**src/rtl/lpfr_pkg.sv**
```systemverilog
// Shared types and constants for the length-prefixed frame receiver.
// Depends on nothing; imported by every file but lpfr_ifs.sv and lpfr_in_stage.
package lpfr_pkg;

  localparam int unsigned HEADER_BYTES = 10;
  localparam logic [7:0] SYNC_BYTE_RESET = 8'hAA;

  typedef enum logic [1:0] {
    ST_BUSY  = 2'd0,
    ST_GOOD  = 2'd1,
    ST_BAD   = 2'd2,
    ST_SHORT = 2'd3
  } lpfr_status_t;

  typedef struct packed {
    logic [7:0]   data_byte;
    logic [7:0]   byte_index;
    logic         in_payload;
    logic         frame_end;
    lpfr_status_t status;
  } lpfr_result_t;

  // Flow control from the top level to the parser.
  typedef struct packed {
    logic valid;    // input register holds an item
    logic advance;  // that item is consumed at this edge
  } lpfr_flow_t;

endpackage

```
**src/rtl/lpfr_ifs.sv**
```systemverilog
// Valid/ready channel interfaces for received bytes and frame results.
// Depends on nothing.
interface lpfr_rx_if;
  logic       valid;
  logic       ready;
  logic [7:0] rx_byte;

  modport source (output valid, output rx_byte, input ready);
  modport sink (input valid, input rx_byte, output ready);
endinterface

interface lpfr_res_if;
  logic       valid;
  logic       ready;
  logic [7:0] data_byte;
  logic [7:0] byte_index;
  logic       in_payload;
  logic       frame_end;
  logic [1:0] status;

  modport source (output valid, output data_byte, output byte_index, output in_payload,
                  output frame_end, output status, input ready);
  modport sink (input valid, input data_byte, input byte_index, input in_payload,
                input frame_end, input status, output ready);
endinterface

```
**src/rtl/lpfr_in_stage.sv**
```systemverilog
// Input register of the frame receiver: holds one received byte.
// Depends on lpfr_ifs.sv.
module lpfr_in_stage (
  input  logic        clk,
  input  logic        rst,
  lpfr_rx_if.sink     rx,
  input  logic        advance,
  output logic        full,
  output logic [7:0]  byte_q
);

  assign rx.ready = !full || advance;

  always_ff @(posedge clk) begin
    if (rst) begin
      full <= 1'b0;
    end else if (rx.valid && rx.ready) begin
      full <= 1'b1;
    end else if (advance) begin
      full <= 1'b0;
    end
  end

  always_ff @(posedge clk) begin
    if (rx.valid && rx.ready) begin
      byte_q <= rx.rx_byte;
    end
  end

endmodule

```
**src/rtl/lpfr_parser.sv**
```systemverilog
// Frame parser: hunt, length and body phases with the subtractive checksum.
// Depends on lpfr_pkg.
module lpfr_parser
  import lpfr_pkg::*;
#(
  parameter int unsigned HDR_BYTES = HEADER_BYTES
)
(
  input  logic         clk,
  input  logic         rst,
  input  logic [7:0]   sync_byte,
  input  logic [7:0]   byte_q,
  input  lpfr_flow_t   flow,
  output lpfr_result_t res,
  output logic         has_result
);

  localparam logic [7:0] HdrLen = 8'(HDR_BYTES);

  typedef enum logic [1:0] {
    PH_HUNT = 2'd0,
    PH_LEN  = 2'd1,
    PH_BODY = 2'd2
  } phase_t;

  phase_t     phase, phase_next;
  logic [7:0] running_sum, running_sum_next;
  logic [7:0] position, position_next;
  logic [7:0] frame_length, frame_length_next;

  always_comb begin
    phase_next        = phase;
    running_sum_next  = running_sum;
    position_next     = position;
    frame_length_next = frame_length;
    has_result        = 1'b0;
    res.data_byte     = byte_q;
    res.byte_index    = 8'd0;
    res.in_payload    = 1'b0;
    res.frame_end     = 1'b0;
    res.status        = ST_BUSY;
    case (phase)
      PH_LEN: begin
        has_result     = 1'b1;
        res.byte_index = 8'd1;
        if (byte_q < HdrLen) begin
          // A length shorter than the header aborts the frame.
          res.frame_end = 1'b1;
          res.status    = ST_SHORT;
          phase_next    = PH_HUNT;
        end else begin
          frame_length_next = byte_q;
          running_sum_next  = running_sum - byte_q;
          position_next     = 8'd2;
          phase_next        = PH_BODY;
        end
      end
      PH_BODY: begin
        has_result     = 1'b1;
        res.byte_index = position;
        if (position == frame_length) begin
          res.frame_end = 1'b1;
          res.status    = (byte_q == running_sum) ? ST_GOOD : ST_BAD;
          phase_next    = PH_HUNT;
        end else begin
          res.in_payload   = (position >= HdrLen);
          running_sum_next = running_sum - byte_q;
          position_next    = position + 8'd1;
        end
      end
      default: begin
        // Hunting; the unused phase code falls here as well.
        phase_next = PH_HUNT;
        if (byte_q == sync_byte) begin
          has_result        = 1'b1;
          running_sum_next  = 8'd0;
          position_next     = 8'd1;
          frame_length_next = 8'd0;
          phase_next        = PH_LEN;
        end
      end
    endcase
  end

  always_ff @(posedge clk) begin
    if (rst) begin
      phase        <= PH_HUNT;
      running_sum  <= 8'd0;
      position     <= 8'd0;
      frame_length <= 8'd0;
    end else if (flow.valid && flow.advance) begin
      phase        <= phase_next;
      running_sum  <= running_sum_next;
      position     <= position_next;
      frame_length <= frame_length_next;
    end
  end

endmodule

```
**src/rtl/lpfr_out_stage.sv**
```systemverilog
// Result register of the frame receiver, driving the result channel.
// Depends on lpfr_pkg and lpfr_ifs.sv.
module lpfr_out_stage
  import lpfr_pkg::*;
(
  input  logic         clk,
  input  logic         rst,
  input  logic         load,
  input  lpfr_result_t res_in,
  output logic         space,
  lpfr_res_if.source   result
);

  logic         full;
  lpfr_result_t res_q;

  assign space             = !full || result.ready;
  assign result.valid      = full;
  assign result.data_byte  = res_q.data_byte;
  assign result.byte_index = res_q.byte_index;
  assign result.in_payload = res_q.in_payload;
  assign result.frame_end  = res_q.frame_end;
  assign result.status     = res_q.status;

  always_ff @(posedge clk) begin
    if (rst) begin
      full <= 1'b0;
    end else if (load) begin
      full <= 1'b1;
    end else if (result.ready) begin
      full <= 1'b0;
    end
  end

  always_ff @(posedge clk) begin
    if (load) begin
      res_q <= res_in;
    end
  end

endmodule

```
**src/rtl/length_prefixed_frame_receiver.sv**
```systemverilog
// Length-prefixed frame receiver: start-byte hunt, length header, 8-bit checksum.
// A byte is taken into the input register and parsed combinationally; any result
// it yields is loaded into the result register. Throughput: one item per cycle
// while the result channel takes results; dropped hunting bytes never wait on it.
// Reset (rst, synchronous): hunting, both registers empty, start byte 0xAA.
// Depends on lpfr_pkg, lpfr_ifs.sv, lpfr_in_stage, lpfr_parser, lpfr_out_stage.
module length_prefixed_frame_receiver
  import lpfr_pkg::*;
#(
  parameter int unsigned HDR_BYTES = HEADER_BYTES
)
(
  input  logic        clk,
  input  logic        rst,
  input  logic        sync_byte_we,
  input  logic [7:0]  sync_byte_wdata,
  lpfr_rx_if.sink     rx,
  lpfr_res_if.source  result
);

  logic [7:0]   sync_byte;
  logic         in_full;
  logic [7:0]   byte_q;
  logic         advance;
  logic         out_space;
  logic         has_result;
  lpfr_result_t res;
  lpfr_flow_t   flow;

  always_ff @(posedge clk) begin
    if (rst) begin
      sync_byte <= SYNC_BYTE_RESET;
    end else if (sync_byte_we) begin
      sync_byte <= sync_byte_wdata;
    end
  end

  // A byte that yields no result never waits on the output side.
  assign advance      = in_full && (!has_result || out_space);
  assign flow.valid   = in_full;
  assign flow.advance = advance;

  lpfr_in_stage u_in (
    .clk     (clk),
    .rst     (rst),
    .rx      (rx),
    .advance (advance),
    .full    (in_full),
    .byte_q  (byte_q)
  );

  lpfr_parser #(
    .HDR_BYTES (HDR_BYTES)
  ) u_parser (
    .clk        (clk),
    .rst        (rst),
    .sync_byte  (sync_byte),
    .byte_q     (byte_q),
    .flow       (flow),
    .res        (res),
    .has_result (has_result)
  );

  lpfr_out_stage u_out (
    .clk    (clk),
    .rst    (rst),
    .load   (advance && has_result),
    .res_in (res),
    .space  (out_space),
    .result (result)
  );

endmodule

```
**src/flat_wrapper.sv**
```systemverilog
// flat-port wrapper written by rule: the top's interface ports become plain ports
module length_prefixed_frame_receiver_flat import lpfr_pkg::*;
#(
  parameter int unsigned HDR_BYTES = HEADER_BYTES
)
  (clk, rst, sync_byte_we, sync_byte_wdata, rx_valid, rx_rx_byte, rx_ready, result_valid, result_data_byte, result_byte_index, result_in_payload, result_frame_end, result_status, result_ready);
  lpfr_rx_if rx_i ();
  lpfr_res_if result_i ();
  input  logic clk;
  input  logic rst;
  input  logic sync_byte_we;
  input  logic [7:0] sync_byte_wdata;
  input wire logic [$bits(rx_i.valid)-1:0] rx_valid;
  input wire logic [$bits(rx_i.rx_byte)-1:0] rx_rx_byte;
  output wire logic [$bits(rx_i.ready)-1:0] rx_ready;
  output wire logic [$bits(result_i.valid)-1:0] result_valid;
  output wire logic [$bits(result_i.data_byte)-1:0] result_data_byte;
  output wire logic [$bits(result_i.byte_index)-1:0] result_byte_index;
  output wire logic [$bits(result_i.in_payload)-1:0] result_in_payload;
  output wire logic [$bits(result_i.frame_end)-1:0] result_frame_end;
  output wire logic [$bits(result_i.status)-1:0] result_status;
  input wire logic [$bits(result_i.ready)-1:0] result_ready;
  assign rx_i.valid = rx_valid;
  assign rx_i.rx_byte = rx_rx_byte;
  assign rx_ready = rx_i.ready;
  assign result_valid = result_i.valid;
  assign result_data_byte = result_i.data_byte;
  assign result_byte_index = result_i.byte_index;
  assign result_in_payload = result_i.in_payload;
  assign result_frame_end = result_i.frame_end;
  assign result_status = result_i.status;
  assign result_i.ready = result_ready;
  length_prefixed_frame_receiver #(.HDR_BYTES(HDR_BYTES)) u_core (.clk(clk), .rst(rst), .sync_byte_we(sync_byte_we), .sync_byte_wdata(sync_byte_wdata), .rx(rx_i), .result(result_i));
endmodule
```
**config.mk**
```make
export PLATFORM = sky130hd
export DESIGN_NAME = length_prefixed_frame_receiver_flat
export DESIGN_NICKNAME = d
export VERILOG_FILES = /design/src/rtl/lpfr_pkg.sv /design/src/rtl/lpfr_ifs.sv /design/src/rtl/lpfr_in_stage.sv /design/src/rtl/lpfr_parser.sv /design/src/rtl/lpfr_out_stage.sv /design/src/rtl/length_prefixed_frame_receiver.sv /design/src/flat_wrapper.sv
export SDC_FILE = /design/constraint.sdc
export NUM_CORES = 1
export LEC_CHECK = 0
export BUFFER_PORTS_ARGS = -buffer_cell sky130_fd_sc_hd__buf_2
export CAP_MARGIN = 20
export CORE_AREA = 4 4 93 95
export DETAILED_ROUTE_END_ITERATION = 16
export DIE_AREA = 0 0 97 99
export MAX_ROUTING_LAYER = met4
export PLACE_DENSITY_LB_ADDON = 0.2
export SYNTH_ARGS = -nofsm -noshare
export SYNTH_HDL_FRONTEND = slang
export SYNTH_SLANG_ARGS = --single-unit
```
**constraint.sdc**
```tcl
create_clock -name clk -period 3.3 [get_ports clk]
set_input_delay 0.33 -clock clk [delete_from_list [all_inputs] [get_ports clk]]
set_output_delay 0.33 -clock clk [all_outputs]
set_load 0.01 [all_outputs]
```
==> impl_metrics.json, run 1 <==
{
  "antenna_found_initial": 0,
  "die_h_um": 99,
  "drive_gt1_frac": 0.185,
  "syn-num-nets": 344,
  "start_util": 0.399,
  "power.total_uw": 1700,
  "vias_per_cell": 5.05,
  "synth-edff-count": 28,
  "gp_congestion": 0.807,
  "cp_max_fo": 5,
  "synth_area_per_cell_um2": 9.91,
  "finalMaxSlewViolations": 0,
  "status": "complete, no violations",
  "dp.cells": 443,
  "endpoint": "rx_ready",
  "nets": 385,
  "path_clk_slew_ns": 0.07,
  "setup_tns_ns": 0,
  "area_growth_pct": 16.8,
  "critical_path_required_ns": 2.97,
  "relSlewSlack": 0.396,
  "synth_area_mm2": 0.00308,
  "cts.path.max_buffers": 2,
  "post_cts_buffers": 0,
  "min_path_type": "input pin to flop",
  "port_buffers": 42,
  "r2r-start": "u_core.u_in.byte_q[0]",
  "skew_ns": 0.0116,
  "drt_drc_violations_left": 0,
  "grt_max_degree": 39,
  "ir_drop_uv": 268,
  "drtIter0Drc": 123,
  "cts_buffers": 9,
  "setup_violations": 0,
  "ctsHoldBuffers": 0,
  "p_leak_uw": 0.00146,
  "synth_flop_cell": "dfxtp_1",
  "cts_tree": "yes",
  "busiest_layer": "met2",
  "min_period_ns": 2.48,
  "drv_cap": 0,
  "r2r_cells": 9,
  "dieArea_mm2": 0.00960,
  "path_class": "flop to output port",
  "antenna_cells": 0,
  "core_area_mm2": 0.00773,
  "instances_no_fill": 459,
  "finalHoldViolCount": 0,
  "postSynth.asyncResetShare": 0,
  "hpwl_um": 4690,
  "tightest_slew_ns": 0.902,
  "die_x_um": 97,
  "cts.sinks": 64,
  "track_usage": 0.150,
  "drt_wl_total_um": 6680,
  "grt_use_met2": 0.221,
  "htreeDepth": 3,
  "hold_slack_ns": 0.168,
  "first_pass_iters": 5,
  "via_count": 2318,
  "fin_crit_sh": 0.753,
  "row_count": 32,
  "syn_inst": 311,
  "overflow": 0,
  "yosys_warnings": 0,
  "grt_util_met1": 0.199,
  "rrSetupSlack_ns": 0.86,
  "post_cts_resized": 0,
  "synth_seq_area_share": 0.506,
  "drtAntennaViolNets": 0,
  "crit_path_start_kind": "flop",
  "io_pins": 43,
  "met3_usage": 0.0361,
  "first_global_vias": 2268,
  "worstSetupStartpoint": "u_core.u_in.byte_q[2]",
  "synth-seq-cells": 64,
  "endpoint_kind": "output port",
  "worstReg2RegEnd": "u_core.u_parser.running_sum[6]",
  "clockRootBuffer": "clkbuf_8",
  "clk_latency_ns": 0.34,
  "fmax_ghz": 0.403,
  "grt_pass1_wl_um": 11200,
  "rsz0062_at_grt": "no",
  "ys_types": 47,
  "wl_per_cell_um": 14.6,
  "cp.arrival_ns": 2.15,
  "power_density_mw_per_mm2": 472
}
-- final cells by class --
cell class	count	area [um2]
flip-flops and latches	64	1560
fillers	735	4130
well taps	102	128
clock inverters	6	92.6
clock buffers	10	128
inverters	19	71.3
multi-input cells	213	1390
repair buffers	45	233
-- metal layers --
layer | part of all wire | up-vias
met3 | 0.062 | 11
met4 | 0.017 | 0
met2 | 0.43 | 61
met5 | 0 | -
met1 | 0.49 | 1047
li1 | - | 1199
-- worst max-delay path, stage by stage, from the launching register on --
cell and delay (ns):
edfxtp_1 0.55, xnor2_1 0.26, nand4_1 0.19, o21ai_0 0.48, nand3_1 0.17, buf_2 0.17
-- Yosys cell counts, types with 4 or more instances --
cell / instances / area share
a211o_1: 4 / 0.011
a21oi_1: 32 / 0.052
and2_1: 8 / 0.016
and3_1: 4 / 0.0081
buf_2: 4 / 0.0065
clkbuf_1: 10 / 0.012
dfxtp_1: 36 / 0.23
edfxtp_1: 28 / 0.27
ha_1: 11 / 0.045
inv_1: 19 / 0.023
mux2i_1: 5 / 0.016
nand2_1: 21 / 0.026
nand3_1: 6 / 0.0097
nand4_1: 13 / 0.026
nor2_1: 22 / 0.027
nor2b_1: 6 / 0.012
o21ai_0: 11 / 0.018
or3_1: 5 / 0.010
or4_1: 7 / 0.017
xnor2_1: 10 / 0.028
xor2_1: 10 / 0.028
-- layout by cell type, fill, tap and decap left out, types with 2 or more instances in the layout --
| master | netlist | layout |
|---|---|---|
| inv_1 | 19 | 19 |
| xnor2_1 | 10 | 10 |
| clkbuf_8 | 0 | 9 |
| o21ai_1 | 2 | 2 |
| bufinv_16 | 0 | 2 |
| o2111ai_1 | 2 | 2 |
| nor2_1 | 22 | 21 |
| and2_1 | 8 | 8 |
| clkinvlp_4 | 0 | 2 |
| nor2b_1 | 6 | 6 |
| or3_1 | 5 | 5 |
| nor3_1 | 3 | 3 |
| buf_2 | 4 | 42 |
| a211oi_1 | 3 | 3 |
| nand4_1 | 13 | 13 |
| a21boi_0 | 2 | 2 |
| mux2i_1 | 5 | 5 |
| buf_4 | 1 | 3 |
| and3_1 | 4 | 4 |
| nand3_1 | 6 | 6 |
| a21oi_1 | 32 | 32 |
| dfxtp_1 | 36 | 36 |
| ha_1 | 11 | 11 |
| a21o_1 | 2 | 2 |
| o21ai_0 | 11 | 11 |
| edfxtp_1 | 28 | 28 |
| or4_1 | 7 | 7 |
| nor4_1 | 3 | 3 |
| a211o_1 | 4 | 4 |
| nand2_1 | 21 | 21 |
| xor2_1 | 10 | 10 |
| a31oi_1 | 3 | 3 |
| nand3b_1 | 2 | 2 |
-- metrics by stage --
step                      area, um2  worst slack [ns]  utilization
after floorplan                3080             0.825            -
after global placement         3380             0.908        0.438
after detailed placement       3380             0.904        0.438
after CTS                      3600             0.801        0.466
after global routing           3600             0.681        0.466
final                          3600             0.816        0.466
-- report_power, final --
group	leakage [uW]	total, uW	switching (uW)	internal (uW)
registers	0.000582	865	24.0	841
clock network	0.000103	741	312	429
logic	0.000775	92.6	49.8	42.8
total	0.00146	1700	386	1310
-- worst min path at each step --
| stage | start | end | cells past startpoint |
|---|---|---|---|
| finish | rx_rx_byte[2] | u_core.u_in.byte_q[2] | 1 |
| global route | rx_rx_byte[6] | u_core.u_in.byte_q[6] | 1 |
| CTS | rx_rx_byte[2] | u_core.u_in.byte_q[2] | 1 |
| detailed placement | u_core.u_parser.running_sum[0] | u_core.u_parser.running_sum[0] | 2 |
| global placement | u_core.u_parser.running_sum[0] | u_core.u_parser.running_sum[0] | 2 |
| floorplan | u_core.u_in.byte_q[7] | u_core.u_out.result.data_byte[7] | 0 |
-- kinds of logic after synthesis --
kind of cell | synth area share
simple gates | 0.185
mux | 0.0162
buf+inv | 0.0442
fa+ha+maj | 0.0511
compound gates | 0.140
flops | 0.506
xor+xnor | 0.0568
-- registers in the layout, indices dropped and copies added (netlist names), 2 cells and up --
name	flops
u_core.sync_byte	8
u_core.u_in.byte_q	8
u_core.u_out.result.byte_index	8
u_core.u_out.result.data_byte	8
u_core.u_parser.frame_length	8
u_core.u_parser.position	8
u_core.u_parser.running_sum	8
u_core.u_out.result.status	2
u_core.u_parser.phase	2
No activity file was read; power rests on OpenSTA's default activity.
==> run 2: changes to the inputs <==
==> constraint.sdc (replaced) <==
create_clock -name clk -period 2 [get_ports clk]
set_input_delay 0.2 -clock clk [delete_from_list [all_inputs] [get_ports clk]]
set_output_delay 0.2 -clock clk [all_outputs]
set_load 0.01 [all_outputs]
==> impl_metrics.json, run 2 (synthesis results as in run 1) <==
{
  "met3_usage": 0.0347,
  "combPwrFrac": 0.100,
  "r2r_cells": 10,
  "cts_tree": "yes",
  "cts_buffers": 9,
  "wl_per_cell_um": 14.6,
  "clockRootBuffer": "clkbuf_8",
  "failed_checks": "negative setup slack",
  "power_switching_uw": 684,
  "holdPathStages": 1,
  "mostFrequentLayoutCells": "buf_4, buf_2, dfxtp_1",
  "r2r-start": "u_core.u_in.byte_q[5]",
  "cp_slowest_stage_delay_ns": 0.43,
  "worstReg2RegEnd": "u_core.u_parser.running_sum[7]",
  "fin_crit_sh": 1.09,
  "busiest_layer": "met2",
  "min_period_ns": 2.19,
  "relSlewSlack": 0.520,
  "ff_latch_area_mm2": 0.00156,
  "holdPathEnd": "u_core.u_in.byte_q[4]",
  "finalHoldViolCount": 0,
  "track_usage": 0.168,
  "area_growth_pct": 37.9,
  "vias_per_cell": 5.01,
  "tightest_slew_ns": 0.721,
  "port_buffers": 42,
  "cp_slowest_cell": "edfxtp_1",
  "fmax_ghz": 0.457,
  "grt_max_degree": 39,
  "dp_slack_ns": -0.294,
  "start_util": 0.399,
  "power.total_uw": 2680,
  "seq_power_share": 0.529,
  "drv_cap": 0,
  "crit_path_start_kind": "flop",
  "drtIter0Drc": 113,
  "multi_input_area_mm2": 0.00150,
  "setup_tns_ns": -1.63,
  "crit_chain": "buf_4 > buf_4 > inv_1 > ha_1 > nand4_1 > a21oi_1 > nor3_2 > xnor2_1 > or4_1 > o32ai_1",
  "cp.arrival_ns": 2.44,
  "first_pass_iters": 4,
  "final_common_cell": "buf_4",
  "power_density_mw_per_mm2": 629,
  "status": "finished with violations",
  "htreeDepth": 3,
  "rsz0062_at_grt": "yes",
  "cp_max_fo": 5,
  "cpMostUsedCell": "buf_4",
  "place_area_mm2": 0.00383,
  "nets": 456,
  "antenna_cells": 0,
  "grt_pass1_wl_um": 12500,
  "cts.path.max_buffers": 2,
  "intPower_uw": 1990,
  "drtAntennaViolNets": 0,
  "min_path_type": "input pin to flop",
  "fillCellCount": 729,
  "switching_share": 0.256,
  "ir_drop_uv": 505,
  "p_clk_frac": 0.370,
  "antenna_found_initial": 0,
  "gp_congestion": 0.857,
  "grt_util_met1": 0.208,
  "first_global_vias": 2589,
  "fin_area_mm2": 0.00425,
  "ctsHoldBuffers": 0,
  "worst_slack_ns": -0.188,
  "die_x_um": 97,
  "cts.sinks": 64,
  "io_pins": 43,
  "hold_start": "rx_rx_byte[4]",
  "setup_violations": 26,
  "drive_gt1_frac": 0.355,
  "utilization": 0.550,
  "rrSetupSlack_ns": -0.19,
  "endpoint_kind": "flop",
  "finalMaxSlewViolations": 0,
  "critical_path_required_ns": 2.25,
  "overflow": 0,
  "hpwl_um": 5560,
  "path_clk_slew_ns": 0.08,
  "core_area_mm2": 0.00773,
  "via_count": 2656,
  "drt_wl_total_um": 7730,
  "skew_ns": 0.0109,
  "die_h_um": 99,
  "p_leak_uw": 0.00185,
  "path_class": "flop to flop",
  "drt_drc_violations_left": 0,
  "grt_use_met2": 0.264,
  "row_count": 32,
  "clk_latency_ns": 0.34,
  "dieArea_mm2": 0.00960
}
==> run 2: layer usage <==
metal,vias up,share of wire
met5,-,0
met4,0,0.027
met3,16,0.047
met2,68,0.47
met1,1221,0.45
li1,1351,-
==> run 2: worst max-delay path by stage <==
stage                                     start                             end  slack [ns]  cells after the start
after global routing      u_core.u_in.byte_q[2]  u_core.u_parser.running_sum[6]       -0.30                     10
after detailed placement  u_core.u_in.byte_q[2]  u_core.u_parser.running_sum[7]       -0.29                      9
after floorplan           u_core.u_in.byte_q[0]  u_core.u_parser.running_sum[6]       0.002                      9
final                     u_core.u_in.byte_q[5]  u_core.u_parser.running_sum[7]       -0.19                     10
after global placement    u_core.u_in.byte_q[2]  u_core.u_parser.running_sum[7]       -0.25                      9
after CTS                 u_core.u_in.byte_q[4]  u_core.u_parser.running_sum[7]       -0.15                      9
==> run 2: metrics by stage <==
| stage | cells | hold WS, ns |
|---|---|---|
| floorplan | 311 | 0.299 |
| global placement | 498 | 0.378 |
| detailed placement | 498 | 0.378 |
| CTS | 526 | 0.0169 |
| global route | 530 | 0.00663 |
| finish | 530 | 0.0287 |
==> run 2: worst max-delay path: cells and delay by family, from the launching register on <==
family          cells  cell delay [ns]
compound gates      2             0.30
xor+xnor            1             0.14
fa+ha+maj           1             0.34
buf+inv             3             0.28
flops               1             0.43
simple gates        3             0.61
==> run 2: repair_timing <==
| item | 4_1_cts | 5_1_grt |
|---|---|---|
| gates resized for setup | 18 | 6 |
| pin swaps | 5 | 3 |
| setup buffers | 11 | 4 |
| cloned | 1 | 0 |
| setup endpoints to repair | 34 | 49 |
==> run 2: power groups by stage <==
| stage | Combinational (uW) | Sequential (uW) | Clock (uW) |
|---|---|---|---|
| after floorplan | 115 | 1440 | 0 |
| after global placement | 222 | 1440 | 0 |
| after detailed placement | 222 | 1440 | 0 |
| after CTS | 252 | 1410 | 1020 |
| after global routing | 294 | 1420 | 1080 |
| final | 269 | 1420 | 991 |
==> run 2: layout make-up <==
class | count | share of cell area
Timing Repair Buffer | 116 | 0.193
Clock inverter | 6 | 0.0103
Clock buffer | 10 | 0.0300
Inverter | 19 | 0.0168
Tap cell | 102 | 0.0300
Sequential cell | 64 | 0.367
Multi-Input combinational cell | 213 | 0.352
==> run 3: changes to the inputs <==
--- a/config.mk
+++ b/config.mk
@@ -12,6 +12,7 @@
 export DIE_AREA = 0 0 97 99
 export MAX_ROUTING_LAYER = met4
 export PLACE_DENSITY_LB_ADDON = 0.2
+export SETUP_SLACK_MARGIN = 0.5
 export SYNTH_ARGS = -nofsm -noshare
 export SYNTH_HDL_FRONTEND = slang
 export SYNTH_SLANG_ARGS = --single-unit
==> impl_metrics.json, run 3 (synthesis results as in run 1) <==
{
  "relSlewSlack": 0.480,
  "path_clk_slew_ns": 0.07,
  "rsz0062_at_grt": "yes",
  "die_h_um": 99,
  "grt_pass1_wl_um": 12900,
  "fin_area_mm2": 0.00451,
  "path_class": "flop to output port",
  "overflow": 0,
  "cts.path.max_buffers": 2,
  "dieArea_mm2": 0.00960,
  "htreeDepth": 3,
  "skew_ns": 0.0105,
  "critical_path_required_ns": 1.80,
  "clockRootBuffer": "clkbuf_8",
  "cts_tree": "yes",
  "wl_per_cell_um": 15.2,
  "utilization": 0.583,
  "cp.arrival_ns": 1.99,
  "finalHoldViolCount": 0,
  "nets": 454,
  "path_delay_family": "flip-flops",
  "grt_util_met1": 0.208,
  "via_count": 2686,
  "dp.cells": 495,
  "clk_latency_ns": 0.35,
  "ir_drop_uv": 358,
  "antenna_found_initial": 0,
  "fmax_ghz": 0.458,
  "drt_wl_total_um": 8020,
  "area_growth_pct": 46.1,
  "cp_max_fo": 4,
  "status": "finished with violations",
  "min_path_type": "input pin to flop",
  "vias_per_cell": 5.09,
  "drive_gt1_frac": 0.425,
  "crit_path_start_kind": "flop",
  "first_global_vias": 2665,
  "finalMaxSlewViolations": 0,
  "io_pins": 43,
  "cts.sinks": 64,
  "drt_drc_violations_left": 0,
  "p_leak_uw": 0.00190,
  "start_util": 0.399,
  "worst_slack_ns": -0.186,
  "instances_no_fill": 528,
  "drv_cap": 0,
  "endpoint_kind": "output port",
  "fin_crit_sh": 1.09,
  "cp_slowest_cell": "edfxtp_1",
  "grt_use_met2": 0.287,
  "drtIter0Drc": 132,
  "first_pass_iters": 4,
  "fillCellCount": 647,
  "place_area_mm2": 0.00387,
  "busiest_layer": "met2",
  "mostFrequentLayoutCells": "buf_4, buf_2, dfxtp_1",
  "track_usage": 0.173,
  "cts_buffers": 9,
  "crit_chain": "xnor2_2 > nand4_1 > buf_4 > o21ai_4 > buf_6 > nand3_1 > buf_2",
  "core_area_mm2": 0.00773,
  "met3_usage": 0.0318,
  "row_count": 32,
  "die_x_um": 97,
  "tightest_slew_ns": 0.780,
  "gp_congestion": 0.871,
  "antenna_cells": 0,
  "drtAntennaViolNets": 0,
  "min_period_ns": 2.19,
  "cp.buffers_inverters": 3,
  "failed_checks": "negative setup slack",
  "grt_max_degree": 39,
  "port_buffers": 42,
  "cp_slowest_stage_delay_ns": 0.50,
  "setup_violations": 43,
  "hpwl_um": 5620,
  "power_density_mw_per_mm2": 658,
  "hold_slack_ns": 0.0207,
  "final_common_cell": "buf_4"
}
==> run 3: per-stage QoR <==
step	TNS (ns)	total power [uW]	setup WS (ns)
after floorplan	0	1560	0.0648
after global placement	-0.970	1660	-0.135
after detailed placement	-1.76	1670	-0.179
after CTS	-1.61	2940	-0.108
after global routing	-8.10	3080	-0.271
final	-3.99	2960	-0.186
==> run 3: layout make-up <==
| cell class | instances | area [um2] | area share |
|---|---|---|---|
| clock inverters | 6 | 92.6 | 0.0205 |
| clock buffers | 10 | 128 | 0.0283 |
| multi-input cells | 213 | 1670 | 0.370 |
| repair buffers | 114 | 848 | 0.188 |
| inverters | 19 | 78.8 | 0.0175 |
| well taps | 102 | 128 | 0.0283 |
| flip-flops and latches | 64 | 1560 | 0.347 |
==> run 3: what timing repair did <==
action / CTS / global route
hold endpoints to repair: 0 / 0
hold buffers: 0 / 0
setup endpoints to repair: 60 / 60
gates resized for setup: 25 / 39
buffers inserted: 11 / 6
pin swaps: 18 / 10
==> run 3: worst paths after layout <==
| kind | from | to | slack (ns) | cells after the start |
|---|---|---|---|---|
| worst max register to register | u_core.u_in.byte_q[5] | u_core.u_parser.position[4] | -0.17 | 7 |
| worst max-delay path | u_core.u_in.byte_q[5] | rx_ready | -0.19 | 7 |
| worst min register to register | u_core.u_parser.running_sum[0] | u_core.u_parser.running_sum[0] | 0.47 | 2 |
| worst min-delay path | rx_rx_byte[5] | u_core.u_in.byte_q[5] | 0.02 | 1 |
==> run 3: per-layer routing <==
| metal | vias to the layer above | wire [um] |
|---|---|---|
| li1 | 1342 | - |
| met1 | 1258 | 3430 |
| met2 | 75 | 4040 |
| met3 | 11 | 421 |
| met4 | 0 | 131 |
| met5 | - | 0 |
==> run 3: report_power, final <==
| part | internal, uW | switching (uW) | total, uW |
|---|---|---|---|
| combinational | 168 | 132 | 300 |
| sequential | 1390 | 36.1 | 1420 |
| clock | 708 | 533 | 1240 |
| total | 2260 | 701 | 2960 |
